### src/rtl/packed_10bit_five_channel_deinterleaver_assert.svh
// Assertion macros for the 10-bit packed sample deinterleaver.
// Included by the top level; no other dependencies.
`ifndef PACKED_10BIT_FIVE_CHANNEL_DEINTERLEAVER_ASSERT_SVH
`define PACKED_10BIT_FIVE_CHANNEL_DEINTERLEAVER_ASSERT_SVH

// Same-cycle implication, checked outside reset.
`define P10D_ASSERT_NOW(label, clk, rst_n, ante, cons) \
    label: assert property (@(posedge clk) disable iff (!(rst_n)) (ante) |-> (cons)) \
        else $error("p10deint: same-cycle check failed");

// Next-cycle implication, checked outside reset.
`define P10D_ASSERT_NEXT(label, clk, rst_n, ante, cons) \
    label: assert property (@(posedge clk) disable iff (!(rst_n)) (ante) |=> (cons)) \
        else $error("p10deint: next-cycle check failed");

`endif

### src/rtl/p10deint_pkg.sv
// Shared constants and widths for the 10-bit packed sample deinterleaver.
// No dependencies.
package p10deint_pkg;

    // Defaults for the top-level parameters
    localparam int DEF_PIXELS_PER_LINE  = 2048;
    localparam int DEF_HEADER_BYTES     = 14;
    localparam int DEF_FIRST_PIXEL_WORD = 55;

    // Field widths
    localparam int BYTE_W    = 8;
    localparam int LEN_W     = 16;
    localparam int WORD_W    = 10;
    localparam int GAIN_W    = 7;
    localparam int PIXEL_W   = 16;
    localparam int CHAN_W    = 3;
    localparam int COLUMN_W  = 11;
    localparam int LINE_W    = 16;
    localparam int CFG_W     = 16;
    localparam int CFG_IDX_W = 1;
    localparam int PHASE_W   = 3;

    localparam int NUM_CHANNELS = 5;
    localparam int GROUP_BYTES  = 5;

    // Configuration register indexes
    localparam logic [CFG_IDX_W-1:0] CFG_GAIN       = 1'b0;
    localparam logic [CFG_IDX_W-1:0] CFG_MIN_LENGTH = 1'b1;

    // Configuration reset values
    localparam logic [GAIN_W-1:0] GAIN_RESET       = 7'd60;
    localparam logic [LEN_W-1:0]  MIN_LENGTH_RESET = 16'd12960;

endpackage

### src/rtl/p10deint_scale.sv
// Scales one 10-bit sample by the gain, saturating to the pixel width.
// Depends on p10deint_pkg.
module p10deint_scale
    import p10deint_pkg::*;
(
    input  logic [WORD_W-1:0]  word,
    input  logic [GAIN_W-1:0]  gain,
    output logic [PIXEL_W-1:0] pixel
);

    localparam int PROD_W = WORD_W + GAIN_W;

    logic [PROD_W-1:0] prod;

    assign prod = PROD_W'(word) * PROD_W'(gain);

    // Clamp at full scale
    assign pixel = (prod[PROD_W-1:PIXEL_W] != '0) ? {PIXEL_W{1'b1}} : prod[PIXEL_W-1:0];

endmodule

### src/rtl/packed_10bit_five_channel_deinterleaver.sv
// Top level of the 10-bit packed sample deinterleaver.
// Depends on p10deint_pkg, p10deint_scale and the assertion macro header.
//
// Takes a packet payload one byte per transaction on the s_ channel, the first
// byte flagged by s_first together with the payload length. Packets shorter
// than min_length are dropped whole. In an accepted packet the header bytes
// are skipped, each group of five bytes is unpacked into four 10-bit words,
// MSB first, the leading words up to FIRST_PIXEL_WORD are discarded, and the
// rest are dealt round-robin over five channels. Each pixel leaves on the m_
// channel as word times gain (saturated to 16 bits) with its channel, column
// and line number; line_end marks channel 4 of the last column, after which
// the packet is closed and the line counter advances. Throughput is one
// byte per clock cycle, sustained: the unpacking, scaling and counter update
// for a byte sit between the state registers and the output register, so a
// byte's result is registered in the cycle after its transaction. The output
// register holds a pending pixel while the input keeps flowing, as long as
// the sink takes pixels when they are offered. Configuration (gain at index
// 0, min_length at index 1) must be written through cfg_wr_en, cfg_index and
// cfg_wdata by the user only while the block is idle; the block does not enforce this.
`include "packed_10bit_five_channel_deinterleaver_assert.svh"

module packed_10bit_five_channel_deinterleaver
    import p10deint_pkg::*;
#(
    parameter int PIXELS_PER_LINE  = DEF_PIXELS_PER_LINE,
    parameter int HEADER_BYTES     = DEF_HEADER_BYTES,
    parameter int FIRST_PIXEL_WORD = DEF_FIRST_PIXEL_WORD
) (
    input  logic                 aclk,
    input  logic                 aresetn,

    input  logic                 cfg_wr_en,
    input  logic [CFG_IDX_W-1:0] cfg_index,
    input  logic [CFG_W-1:0]     cfg_wdata,

    input  logic                 s_valid,
    output logic                 s_ready,
    input  logic [BYTE_W-1:0]    s_data_byte,
    input  logic                 s_first,
    input  logic [LEN_W-1:0]     s_payload_length,

    output logic                 m_valid,
    input  logic                 m_ready,
    output logic [PIXEL_W-1:0]   m_pixel,
    output logic [CHAN_W-1:0]    m_channel,
    output logic [COLUMN_W-1:0]  m_column,
    output logic [LINE_W-1:0]    m_line,
    output logic                 m_line_end
);

    // Counter widths follow the parameters
    localparam int HDR_W  = (HEADER_BYTES > 0) ? $clog2(HEADER_BYTES + 1) : 1;
    localparam int WIDX_W = (FIRST_PIXEL_WORD > 0) ? $clog2(FIRST_PIXEL_WORD + 1) : 1;
    localparam int COL_W  = (PIXELS_PER_LINE > 1) ? $clog2(PIXELS_PER_LINE) : 1;

    localparam logic [HDR_W-1:0]   HDR_LAST   = HDR_W'(HEADER_BYTES);
    localparam logic [WIDX_W-1:0]  WIDX_LAST  = WIDX_W'(FIRST_PIXEL_WORD);
    localparam logic [COL_W-1:0]   COL_LAST   = COL_W'(PIXELS_PER_LINE - 1);
    localparam logic [CHAN_W-1:0]  CHAN_LAST  = CHAN_W'(NUM_CHANNELS - 1);
    localparam logic [PHASE_W-1:0] PHASE_LAST = PHASE_W'(GROUP_BYTES - 1);

    // Configuration registers
    logic [GAIN_W-1:0] gain_reg;
    logic [LEN_W-1:0]  min_length_reg;

    // Unpacking state
    logic [HDR_W-1:0]   byte_pos_reg,  byte_pos_next;
    logic [PHASE_W-1:0] phase_reg,     phase_next;
    logic [BYTE_W-1:0]  held_reg,      held_next;
    logic [WIDX_W-1:0]  word_idx_reg,  word_idx_next;
    logic [CHAN_W-1:0]  chan_reg,      chan_next;
    logic [COL_W-1:0]   col_reg,       col_next;
    logic [LINE_W-1:0]  line_reg,      line_next;
    logic               packet_ok_reg, packet_ok_next;

    // Output register
    logic                m_valid_reg;
    logic [PIXEL_W-1:0]  m_pixel_reg;
    logic [CHAN_W-1:0]   m_channel_reg;
    logic [COLUMN_W-1:0] m_column_reg;
    logic [LINE_W-1:0]   m_line_reg;
    logic                m_line_end_reg;

    // Per-byte working values
    logic [HDR_W-1:0]   byte_pos_eff;
    logic [PHASE_W-1:0] phase_eff;
    logic [BYTE_W-1:0]  held_eff;
    logic [WIDX_W-1:0]  word_idx_eff;
    logic [CHAN_W-1:0]  chan_eff;
    logic [COL_W-1:0]   col_eff;
    logic               ok_eff;
    logic [WORD_W-1:0]  word;
    logic               emit;
    logic               last;
    logic               accept;
    logic               out_load;
    logic [PIXEL_W-1:0] pixel;
    logic [COL_W+COLUMN_W-1:0] col_wide;

    // Take a byte whenever the output register is empty or being drained
    assign s_ready  = !m_valid_reg || m_ready;
    assign accept   = s_valid && s_ready;
    assign out_load = accept && emit;

    // Configuration writes
    always_ff @(posedge aclk) begin
        if (!aresetn) begin
            gain_reg       <= GAIN_RESET;
            min_length_reg <= MIN_LENGTH_RESET;
        end else if (cfg_wr_en) begin
            case (cfg_index)
                CFG_GAIN:       gain_reg       <= cfg_wdata[GAIN_W-1:0];
                CFG_MIN_LENGTH: min_length_reg <= cfg_wdata[LEN_W-1:0];
                default: ;
            endcase
        end
    end

    // Unpack one byte: a first byte restarts the packet before it is itself used
    always_comb begin
        if (s_first) begin
            byte_pos_eff = '0;
            phase_eff    = '0;
            held_eff     = '0;
            word_idx_eff = '0;
            chan_eff     = '0;
            col_eff      = '0;
            ok_eff       = (s_payload_length >= min_length_reg);
        end else begin
            byte_pos_eff = byte_pos_reg;
            phase_eff    = phase_reg;
            held_eff     = held_reg;
            word_idx_eff = word_idx_reg;
            chan_eff     = chan_reg;
            col_eff      = col_reg;
            ok_eff       = packet_ok_reg;
        end

        // MSB-first extraction of the 10-bit word completed by this byte
        case (phase_eff)
            3'd1:    word = {held_eff, s_data_byte[7:6]};
            3'd2:    word = {held_eff[5:0], s_data_byte[7:4]};
            3'd3:    word = {held_eff[3:0], s_data_byte[7:2]};
            3'd4:    word = {held_eff[1:0], s_data_byte};
            default: word = '0;
        endcase

        byte_pos_next  = byte_pos_eff;
        phase_next     = phase_eff;
        held_next      = held_eff;
        word_idx_next  = word_idx_eff;
        chan_next      = chan_eff;
        col_next       = col_eff;
        line_next      = line_reg;
        packet_ok_next = ok_eff;
        emit           = 1'b0;
        last           = (chan_eff == CHAN_LAST) && (col_eff == COL_LAST);

        if (ok_eff) begin
            if (byte_pos_eff < HDR_LAST) begin
                // Skip header
                byte_pos_next = byte_pos_eff + 1'b1;
            end else begin
                phase_next = (phase_eff >= PHASE_LAST) ? '0 : phase_eff + 1'b1;
                held_next  = s_data_byte;
                if (phase_eff != '0) begin
                    if (word_idx_eff < WIDX_LAST) begin
                        // Drop leading words
                        word_idx_next = word_idx_eff + 1'b1;
                    end else begin
                        emit = 1'b1;
                        if (last) begin
                            line_next      = line_reg + 1'b1;
                            packet_ok_next = 1'b0;
                        end else if (chan_eff >= CHAN_LAST) begin
                            chan_next = '0;
                            col_next  = col_eff + 1'b1;
                        end else begin
                            chan_next = chan_eff + 1'b1;
                        end
                    end
                end
            end
        end
    end

    p10deint_scale u_scale (
        .word  (word),
        .gain  (gain_reg),
        .pixel (pixel)
    );

    // Column field carries the low bits of the column counter
    assign col_wide = {{COLUMN_W{1'b0}}, col_eff};

    // Advance state on each accepted transaction
    always_ff @(posedge aclk) begin
        if (!aresetn) begin
            byte_pos_reg  <= '0;
            phase_reg     <= '0;
            held_reg      <= '0;
            word_idx_reg  <= '0;
            chan_reg      <= '0;
            col_reg       <= '0;
            line_reg      <= '0;
            packet_ok_reg <= 1'b0;
        end else if (accept) begin
            byte_pos_reg  <= byte_pos_next;
            phase_reg     <= phase_next;
            held_reg      <= held_next;
            word_idx_reg  <= word_idx_next;
            chan_reg      <= chan_next;
            col_reg       <= col_next;
            line_reg      <= line_next;
            packet_ok_reg <= packet_ok_next;
        end
    end

    // Output valid: set on a new pixel, drop once taken
    always_ff @(posedge aclk) begin
        if (!aresetn) begin
            m_valid_reg <= 1'b0;
        end else if (out_load) begin
            m_valid_reg <= 1'b1;
        end else if (m_ready) begin
            m_valid_reg <= 1'b0;
        end
    end

    // Output payload: hold until replaced
    always_ff @(posedge aclk) begin
        if (out_load) begin
            m_pixel_reg    <= pixel;
            m_channel_reg  <= chan_eff;
            m_column_reg   <= col_wide[COLUMN_W-1:0];
            m_line_reg     <= line_reg;
            m_line_end_reg <= last;
        end
    end

    assign m_valid    = m_valid_reg;
    assign m_pixel    = m_pixel_reg;
    assign m_channel  = m_channel_reg;
    assign m_column   = m_column_reg;
    assign m_line     = m_line_reg;
    assign m_line_end = m_line_end_reg;

    // Checks
    `P10D_ASSERT_NOW(a_line_end_chan, aclk, aresetn, m_valid_reg && m_line_end_reg, m_channel_reg == CHAN_LAST)
    `P10D_ASSERT_NOW(a_chan_range, aclk, aresetn, 1'b1, chan_reg <= CHAN_LAST)
    `P10D_ASSERT_NEXT(a_close_on_last, aclk, aresetn, out_load && last, !packet_ok_reg)
    `P10D_ASSERT_NOW(a_ready_when_empty, aclk, aresetn, !m_valid_reg, s_ready)

endmodule
### config.mk
export PLATFORM = sky130hd
export DESIGN_NAME = packed_10bit_five_channel_deinterleaver
export DESIGN_NICKNAME = d
export VERILOG_FILES = /design/src/rtl/p10deint_pkg.sv /design/src/rtl/p10deint_scale.sv /design/src/rtl/packed_10bit_five_channel_deinterleaver.sv
export VERILOG_INCLUDE_DIRS = /design/src /design/src/rtl
export SDC_FILE = /design/constraint.sdc
export NUM_CORES = 1
export LEC_CHECK = 0
export BUFFER_PORTS_ARGS = -buffer_cell sky130_fd_sc_hd__buf_2
export CAP_MARGIN = 15
export CORE_AREA = 10 10 134 161
export CTS_BUF_LIST = sky130_fd_sc_hd__clkbuf_8
export CTS_CLUSTER_DIAMETER = 60
export DETAILED_ROUTE_END_ITERATION = 10
export DIE_AREA = 0 0 144 171
export GPL_TIMING_DRIVEN = 0
export PLACE_DENSITY_LB_ADDON = 0.25
export SYNTH_ARGS = -nofsm -noshare
export SYNTH_HDL_FRONTEND = slang
export SYNTH_SLANG_ARGS = --single-unit
### constraint.sdc
create_clock -name aclk -period 10.5 [get_ports aclk]
set_input_delay 2.1 -clock aclk [delete_from_list [all_inputs] [get_ports aclk]]
set_output_delay 2.1 -clock aclk [all_outputs]
set_load 0.05 [all_outputs]
# Word level (Yosys, flattened, before mapping)
# Index checks and enable logic that the tools add are counted.
# W data, S select, Z words.
[op_classes]
addsub = 6
mul = 1
div = 0
magnitude_cmp = 5
n_eq_ne = 6
shifts = 0
muxes = 42
n_bitwise = 3
n_reduce_logical = 10
[ops]
columns = ["op", "n"]
rows = [
  ["$mux W11", 7],
  ["$pmux W10 S4", 1],
  ["$mux W3", 11],
  ["$mux W6", 5],
  ["$mux W8", 3],
  ["$mul A10 B7 Y17", 1],
  ["$add A16 B1 Y16 const B", 1],
  ["$ge A16 B16 Y1", 1],
  ["$mux W1", 12],
  ["$mux W4", 3],
  ["$add A11 B1 Y11 const B", 1],
  ["$eq A11 B11 Y1 const B", 1],
  ["$add A3 B1 Y3 const B", 2],
  ["$add A6 B1 Y6 const B", 1],
  ["$eq A3 B2 Y1 const B", 2],
  ["$eq A3 B3 Y1 const B", 2],
  ["$ge A3 B3 Y1 const B", 2],
  ["$lt A6 B6 Y1 const B", 1],
  ["$reduce_and A6 Y1", 1],
  ["$add A4 B1 Y4 const B", 1],
  ["$lt A4 B4 Y1 const B", 1],
  ["$reduce_and A2 Y1", 2],
  ["$eq A3 B1 Y1 const B", 1],
  ["$logic_and A1 B1 Y1", 3],
  ["other kinds (5)", 7],
]
[word_totals]
reg_bits = 123
latchBits = 0
ram_bits = 0
romBits = 0
output_inout_bits = 49
memories = 0

# Longest topological paths before layout
# Gate-level depths: netlist of run 1.
[depth]
ltp_word = 8
mapped_depth = 28
depth_no_buf = 25

# Hierarchy
# From an unflattened synthesis of run 1, not the netlist that was laid out.
[unflattened]
cells_unflattened = 881
area_unflattened_um2 = 8224.1
[modules_own_cells]
columns = ["module", "instances", "cells_each", "area_each_um2", "seq_area_each_um2"]
rows = [
  ["packed_10bit_five_channel_deinterleaver", 1, 601, 5813.1, 2932.8],
  ["p10deint_scale", 1, 280, 2411.1, 0.0],
]

# Least setup slack after synthesis of run 1
# Ideal clock, no wire load.
[synth_timing]
kind = "in2reg"
start = "in s_first"
end = "reg m_pixel_reg[0], in the netlist m_pixel[0], data pin"
setup_time_ps = 268
t_arrival_ps = 7945
t_required_ps = 10232
slack_ps = 2287
cell_stages = 25
cell_sequence = "buf_6 -> clkinv_1 -> nand2_1 -> inv_1 -> ha_1 -> or3_1 -> a21oi_2 -> a21oi_1 -> a31oi_1 -> nor2b_1 -> fa_1 -> fa_1 -> fa_1 -> inv_1 -> fa_1 -> inv_1 -> ha_1 -> a21o_1 -> a211oi_1 -> o21ai_0 -> a41oi_1 -> a21oi_1 -> xnor2_1 -> clkbuf_1 -> nand2_1"
[synth_between]
elab_chain_len = 4
word_cells_on_any_way = 8
cone_classes = "mul (1); eq/ne (4); mux (3)"
[synth_rtl]
columns = ["item", "line", "source"]
rows = [
  ["start: declaration", "packed_10bit_five_channel_deinterleaver.sv:39", "input logic s_first,"],
  ["$mux W3", "packed_10bit_five_channel_deinterleaver.sv:121", "if (s_first) begin"],
  ["$eq A3 B3 Y1 (tied with other cells)", "packed_10bit_five_channel_deinterleaver.sv:140", "case (phase_eff)"],
  ["$pmux W10 S4 (*)", "packed_10bit_five_channel_deinterleaver.sv:140", ""],
  ["$mul A10 B7 Y17 (*)", "p10deint_scale.sv:15", "assign prod = PROD_W'(word) * PROD_W'(gain);"],
  ["end signal: assignment", "packed_10bit_five_channel_deinterleaver.sv:233", "m_pixel_reg <= pixel;"],
  ["end: declaration", "packed_10bit_five_channel_deinterleaver.sv:78", "logic [PIXEL_W-1:0] m_pixel_reg;"],
]
# Every way passes the cells marked *; elsewhere a longest branch is shown, timed or not.
# A chain may end at the register's enable or synchronous reset.

# Worst setup path after layout of run 1
[layout_timing]
start = "in s_first"
end = "reg m_pixel_reg[5], in the netlist m_pixel[5], data pin"
# The elaborated chain is that of the path after synthesis.

==> impl_summary.txt, run 1 <==
----------------------------------------------------
[Power and ir drop]
  Part of the power in registers ... between 50% and 60%
  Cell Int Power ... around 690 uW
  Worst vdd ir ... between 50 and 60 uV
  Power density over cell area ... roughly 100 nW/um^2
  Static leakage ... approximately 4.1 nW
  Total net switching power ... roughly 260 uW
  Part of the power in combinational logic ... 6.3%
  Switching share of power ... a little over a quarter
  Fraction of power consumed by the clock network ... about two fifths

[Detailed routing]
  First-iteration detailed-routing DRC count ... 319
  Routed length per placed instance ... about 16 um
  Total number of vias ... between 6k and 7k
  Wire length after detailed routing ... 19,300 um
  Antenna Nets Post-Route ... 0
  Vias per cell ... around 5.2
  Post-detailed-route DRC marker count ... 0
  Number of iterations in the first detailed-routing pass ... 5

[Logic synthesis]
  Dominant register cell in the synthesized netlist ... dfxtp_1
  Synth Net Count ... 1,034
  Syn Std Cell Area ... between 8000 and 9000 sq um
  Number of synthesized register bits ... about 120
  Async set-reset flop share out of synthesis ... 0%
  Syn Inst Count ... roughly 900
  Avg Cell Area, Syn ... roughly 9 sq um
  Proportion of synthesized chip area in sequential cells ... 36.0%
  Total of warnings raised by yosys ... 0
  Unique cell type count in the Yosys netlist ... 64
  Count of flip-flops with a built-in enable after synthesis ... 47

[Placed design]
  Routability-driven placement congestion ratio ... between 0.8 and 0.9
  Number of placed instances, taps included ... approximately 1.2k
  Input/output buffers ... 94
  Post-detailed-placement half-perimeter wirelength ... 15,000 um

[Floorplanning]
  Die Y ... approximately 170 um
  Core area ... about 19,000 sq um
  Die outline area ... 24,600 sq um
  Die Width ... about 140 um
  Site Rows ... 55
  Starting density of the core ... 44.0%
  Total I/O pin count ... 96

[Clock network]
  Hold-fix buffers at CTS ... 0
  # clock sinks ... between 100 and 150
  Number of H-tree levels ... 4
  Setup fix buffers added after clock tree synthesis ... 0
  Post-CTS clock slew at the launch and capture registers of the worst setup and hold paths ... around 90 ps
  TritonCTS clock tree ... built
  Number of buffers added by the clock tree synthesis step ... 17
  Worst-case clock buffer depth ... 2
  Clock latency at the later pin of the worst-skew pair ... about 450 ps
  Clock root cell ... clkbuf_8
  Gates resized, CTS repair ... 0

[GRT]
  Largest net degree at the start of global routing ... 32
  Number of global-route vias before repair ... 6,425
  Overall routing resource usage ... roughly 16%
  Wire length of the first global-routing pass ... around 32,000 um
  Remaining global-route overflow ... 0
  Antenna violations before repair ... 1

[STA]
  Transition time at the pin with the least slew margin ... around 740 ps
  Period utilisation layout ... between 80 and 90%
  Clock skew ... about 11 ps
  Highest achievable clock rate ... between 100 and 150 MHz
  Worst slew margin relative to its limit ... a little over 50%
  Final setup fails ... 0
  Slew Limit Fails ... 0
  RSZ-0062 raised after global routing ... no
  Shortest clock period the worst path allows after layout ... roughly 9200 ps
  Final hold viol count ... 0
  Total negative slack ... 0 ps

[Worst setup path]
  Launch point of the worst reg-to-reg path ... phase_reg[2]$_SDFFE_PN0P_
  R2r endpoint ... m_pixel[5]$_SDFFCE_PP1P_
  Crit start category ... primary input
  Worst-case register-to-register setup slack ... 3080 ps
  Slowest cell on the critical path ... xnor2_1
  Critical Path Sink Type ... flop
  Signal arrival time at the worst endpoint ... ~9400 ps
  Worst Path Max Fanout ... 10
  Cell seen most often among critical-path stages ... fa_1
  Data required time at the worst endpoint ... roughly 11,000 ps
  Crit path largest cell delay ... roughly 600 ps
  Reg2reg path depth ... 21
  Category of the most critical setup path ... primary input to flop

[Layout]
  Cell Count, Final, Fillers Out ... 1,241
  Layout cells sized above 1 ... between 10% and 20%
  Synth-to-Final Area Change ... 14.0%
  Layout net count ... roughly 1.1k

[Hold path]
  Worst hold path startpoint ... gain_reg[0]$_SDFFE_PN0P_
  Worst min-delay path endpoint ... gain_reg[0]$_SDFFE_PN0P_
  Hold depth ... 2
  Class of the tightest hold or removal check ... flop to flop

[Outcome]
  Run status ... completed

[Run]
  Number of maximum-capacitance violations ... 0

----------------------------------------------------
## Yosys cell counts, types with 9 or more instances
master    instances  area, sq um
dfxtp_1          76         1520
nand4_1          20          125
nand2_1         127          477
nor3_1            9         45.0
inv_1            73          274
edfxtp_1         47         1410
and3_1           10         62.6
xor2_1           19          166
xnor2_1          12          105
o21ai_0          34          170
nor2b_1          25          156
a21boi_0         23          173
clkbuf_1         33          124
nand2b_1         11         68.8
a21oi_1          25          125
and2_1           72          450
nand3_1          39          195
ha_1             63          788
fa_1             39          781
nor2_1           36          135
## worst max-delay path: cells and delay by family
kind / cells / cell delay (ps)
AO/OA/AOI/OAI: 8 / 1950
XOR/XNOR: 1 / 600
adder cells (fa/ha/maj): 6 / 2650
buffers and inverters: 7 / 1190
AND/OR/NAND/NOR: 4 / 880
## cells in the final DEF (no fill, tap or decap), types with 3 or more instances in the layout
cell type / n
o21ai_0: 34
nand4_1: 20
a221oi_1: 5
a222oi_1: 5
edfxtp_1: 47
o211ai_1: 8
clkbuf_1: 33
nor3_1: 9
inv_6: 6
nand3_1: 39
a22oi_1: 8
a31oi_1: 3
buf_2: 94
nor2b_1: 25
clkbuf_8: 18
nand2b_1: 11
and2_1: 72
xor2_1: 19
or3_1: 5
nand2_1: 127
dfxtp_1: 76
and3_1: 10
inv_1: 73
a21oi_1: 25
nor3b_1: 4
a22o_1: 3
xnor2_1: 12
a21boi_0: 23
or2_2: 3
fa_1: 39
nor2_1: 36
ha_1: 63
a21o_1: 5
o21a_1: 6
## layer usage
| layer | routed length (um) | part of all wire [%] | vias to the layer above | global-route usage, % |
|---|---|---|---|---|
| met1 | 8180 | 42 | 3045 | 18.3 |
| met2 | 10200 | 53 | 117 | 29.1 |
| li1 | - | - | 3269 | - |
| met4 | 265 | 1.4 | 2 | 4.71 |
| met5 | 10 | 0.052 | - | 0 |
| met3 | 668 | 3.5 | 19 | 3.61 |
## power by group through the flow
stage / Clock (mW) / Sequential (mW) / Combinational, mW
2_1_floorplan: 0 / 0.509 / 0.0348
3_3_place_gp: 0 / 0.510 / 0.0600
3_5_place_dp: 0 / 0.510 / 0.0604
4_1_cts: 0.402 / 0.499 / 0.0608
5_1_grt: 0.422 / 0.500 / 0.0683
6_report: 0.391 / 0.499 / 0.0599
## how the worst max path moves through the flow
stage,from,end,slack (ps),cells past startpoint
finish,s_first,m_pixel[5]$_SDFFCE_PP1P_,1280,26
global route,s_first,m_pixel[5]$_SDFFCE_PP1P_,760,25
CTS,s_first,m_pixel[5]$_SDFFCE_PP1P_,1260,26
detailed placement,s_first,m_pixel[5]$_SDFFCE_PP1P_,770,26
global placement,s_first,m_pixel[4]$_SDFFCE_PP1P_,830,26
floorplan,s_first,m_pixel[0]$_SDFFCE_PP1P_,2290,25
## cell type report
type | instances | area (sq um)
multi-input cells | 652 | 4780
repair buffers | 95 | 490
diodes | 1 | 2.50
clock buffers | 18 | 248
plain buffers | 36 | 146
flip-flops and latches | 123 | 2930
clock inverters | 14 | 110
fillers | 1722 | 9240
well taps | 228 | 285
inverters | 74 | 278
## cell families after synthesis
group                      Yosys count  share of synthesized area, %
and+or+nand+nor                    374                          23.8
AOI/OAI and AO/OA                  144                          12.3
DFF                                123                          36.0
buffers and inverters              110                          5.21
adders and majority gates          102                          19.3
xor gates and xnor gates            31                          3.34
muxes                                1                         0.123
## through the flow
step	setup slack (ps)	cell area [sq um]	hold WS, ps	total power [mW]	utilization, %
4_1_cts	1260	9270	470	0.962	50.1
6_report	1280	9280	469	0.950	50.1
3_3_place_gp	827	8900	432	0.570	48.1
5_1_grt	765	9270	485	0.990	50.1
3_5_place_dp	770	8920	440	0.570	48.2
2_1_floorplan	2290	8140	428	0.544	-
Power figures use the tool's default switching activity.
==> run 2, diff against run 1 <==
--- a/config.mk
+++ b/config.mk
@@ -9,12 +9,12 @@
 export BUFFER_PORTS_ARGS = -buffer_cell sky130_fd_sc_hd__buf_2
 export CAP_MARGIN = 15
 export CORE_AREA = 10 10 134 161
-export CTS_BUF_LIST = sky130_fd_sc_hd__clkbuf_8
 export CTS_CLUSTER_DIAMETER = 60
 export DETAILED_ROUTE_END_ITERATION = 10
 export DIE_AREA = 0 0 144 171
 export GPL_TIMING_DRIVEN = 0
 export PLACE_DENSITY_LB_ADDON = 0.25
+export REMOVE_ABC_BUFFERS = 1
 export SYNTH_ARGS = -nofsm -noshare
 export SYNTH_HDL_FRONTEND = slang
 export SYNTH_SLANG_ARGS = --single-unit
==> run 2 against run 1 <==
Net effect:
- register-to-register slack improved by 550 ps
- critical path depth fell by 1
- power rose by 19%
- maximum frequency fell by 2.5%
- clock power rose by 48%
- critical endpoint is now m_pixel[1]$_SDFFCE_PP1P_
==> impl_summary.txt, run 2 (same netlist as run 1, synthesis figures left out) <==
----------------------------------------------------
[Worst setup path]
  Crit start category ... primary input
  Category of the most critical setup path ... primary input to flop
  Worst Path Max Fanout ... 40 (+30)
  Critical Path Sink Type ... flop
  Data required time at the worst endpoint ... 10,670 ps (about the same)
  Signal arrival time at the worst endpoint ... 9630 ps (+220 ps)

[GRT]
  Number of global-route vias before repair ... 6,207 (-3.4%)
  Antenna violations before repair ... 2 (+1)
  Wire length of the first global-routing pass ... 30,500 um (-3.9%)
  Overall routing resource usage ... 15.3% (-0.80 points)
  Largest net degree at the start of global routing ... 94 (+190%)
  Remaining global-route overflow ... 0 (unchanged)

[Placed design]
  Post-detailed-placement half-perimeter wirelength ... 13,000 um (-13%)
  Input/output buffers ... 95 (+1.1%)
  Post-placement worst setup slack ... 555 ps (-215 ps)
  Routability-driven placement congestion ratio ... 0.821 (-2.3%)

[Clock network]
  Clock latency at the later pin of the worst-skew pair ... 430 ps (-20 ps)
  Number of H-tree levels ... 4 (unchanged)
  Worst-case clock buffer depth ... 2 (unchanged)
  # clock sinks ... 123 (unchanged)
  Gates resized, CTS repair ... 0 (unchanged)
  Setup fix buffers added after clock tree synthesis ... 0 (unchanged)
  TritonCTS clock tree ... built
  Clock root cell ... clkbuf_16
  Hold-fix buffers at CTS ... 0 (unchanged)
  Post-CTS clock slew at the launch and capture registers of the worst setup and hold paths ... 60 ps (-30 ps)
  Number of buffers added by the clock tree synthesis step ... 17 (unchanged)

[Run]
  Number of maximum-capacitance violations ... 0 (unchanged)

[Layout]
  Synth-to-Final Area Change ... 15.2%
  Layout net count ... 1,115 (-2.9%)
  Layout cells sized above 1 ... 14.5% (+0.67 points)
  Most common cell after layout, fill and taps aside ... nand2_1
  Top library cells by usage in the layout, fill and taps aside ... 127 x nand2_1, 94 x buf_2, 76 x dfxtp_1

[Floorplanning]
  Site Rows ... 55 (unchanged)
  Die Y ... 171 um (unchanged)
  Core area ... 18,500 sq um (unchanged)
  Die Width ... 144 um (unchanged)
  Starting density of the core ... 44.0% (unchanged)
  Total I/O pin count ... 96 (unchanged)
  Die outline area ... 24,600 sq um (unchanged)

[Detailed routing]
  Total number of vias ... 6,262 (-2.9%)
  Antenna Nets Post-Route ... 0 (unchanged)
  Post-detailed-route DRC marker count ... 0 (unchanged)
  Number of iterations in the first detailed-routing pass ... 5 (unchanged)
  Wire length after detailed routing ... 18,000 um (-6.8%)
  First-iteration detailed-routing DRC count ... 294 (-7.8%)
  Routed length per placed instance ... 14.9 um (-4.3%)
  Vias per cell ... 5.18 (-0.29%)

[STA]
  Clock skew ... 9.26 ps (-2.13 ps)
  Worst slew margin relative to its limit ... 40.1% (-10 points)
  RSZ-0062 raised after global routing ... no
  Final setup fails ... 0 (unchanged)
  Transition time at the pin with the least slew margin ... 896 ps (+159 ps)
  Highest achievable clock rate ... 106 MHz (-2.5%)
  Shortest clock period the worst path allows after layout ... 9460 ps (+238 ps)
  Period utilisation layout ... 90.1% (+2.3 points)
  Total negative slack ... 0 ps (unchanged)
  Slew Limit Fails ... 0 (unchanged)
  Final hold viol count ... 0 (unchanged)
  Crit path setup slack, layout ... 1040 ps (-238 ps)

[Power and ir drop]
  Static leakage ... 4.11 nW (+1.4%)
  Power density over cell area ... 121 nW/um^2 (+18%)
  Worst vdd ir ... 103 uV (+90%)

[Outcome]
  Run status ... completed

[Hold path]
  Class of the tightest hold or removal check ... flop to flop

----------------------------------------------------
## run 2: per-layer routing
layer	vias up	GRT usage [%]	wire length [um]
li1	3201	-	-
met3	19	4.52	851
met1	2934	18.7	8210
met4	2	5.07	273
met5	-	0	6
met2	106	25.1	8650
## run 2: worst paths after layout
check        slack, ps                              end  cells after the start                            start
min reg2reg        460  min_length_reg[11]$_SDFFE_PN0P_                      2  min_length_reg[11]$_SDFFE_PN0P_
max               1040         m_pixel[1]$_SDFFCE_PP1P_                     25                          s_first
min                460  min_length_reg[11]$_SDFFE_PN0P_                      2  min_length_reg[11]$_SDFFE_PN0P_
max reg2reg       3630         m_pixel[1]$_SDFFCE_PP1P_                     20        phase_reg[2]$_SDFFE_PN0P_
## run 2: area by class of cell
cell class              instances  area, sq um
repair buffers                 98          513
flip-flops and latches        123         2930
multi-input cells             652         4780
clock buffers                  17          425
diodes                          1         2.50
well taps                     228          285
inverters                      74          278
clock inverters                15          154
fillers                      1721         9140
## run 2: where the power goes
part / switching [mW] / internal (mW) / leakage (nW)
sequential: 0.00699 / 0.497 / 1.02
combinational: 0.0311 / 0.0198 / 2.81
clock: 0.246 / 0.334 / 0.278
## run 2: critical path: stages
cell and delay [ps]:
buf_2 560, clkinv_1 560, nand2_1 260, inv_1 90, ha_1 340, or3_1 420, a21oi_2 360, a21oi_1 70
a31oi_1 490, nor2b_1 150, fa_1 480, fa_1 500, fa_1 550, inv_1 60, fa_1 520, inv_1 40
ha_1 350, a21o_1 180, a211oi_1 270, o21ai_0 130, a41oi_1 250, a21oi_1 120, xnor2_1 390, buf_4 270
nand2b_1 90
## run 2: metrics by stage
stage               instances  utilization (%)  area, sq um  hold slack (ps)  power (mW)
floorplan                 849                -         7990              428       0.537
global placement         1172             47.3         8750              444       0.565
detailed placement       1174             47.5         8780              456       0.566
CTS                      1206             50.6         9360              470        1.15
global route             1207             50.6         9370              491        1.18
finish                   1208             50.6         9370              465        1.13
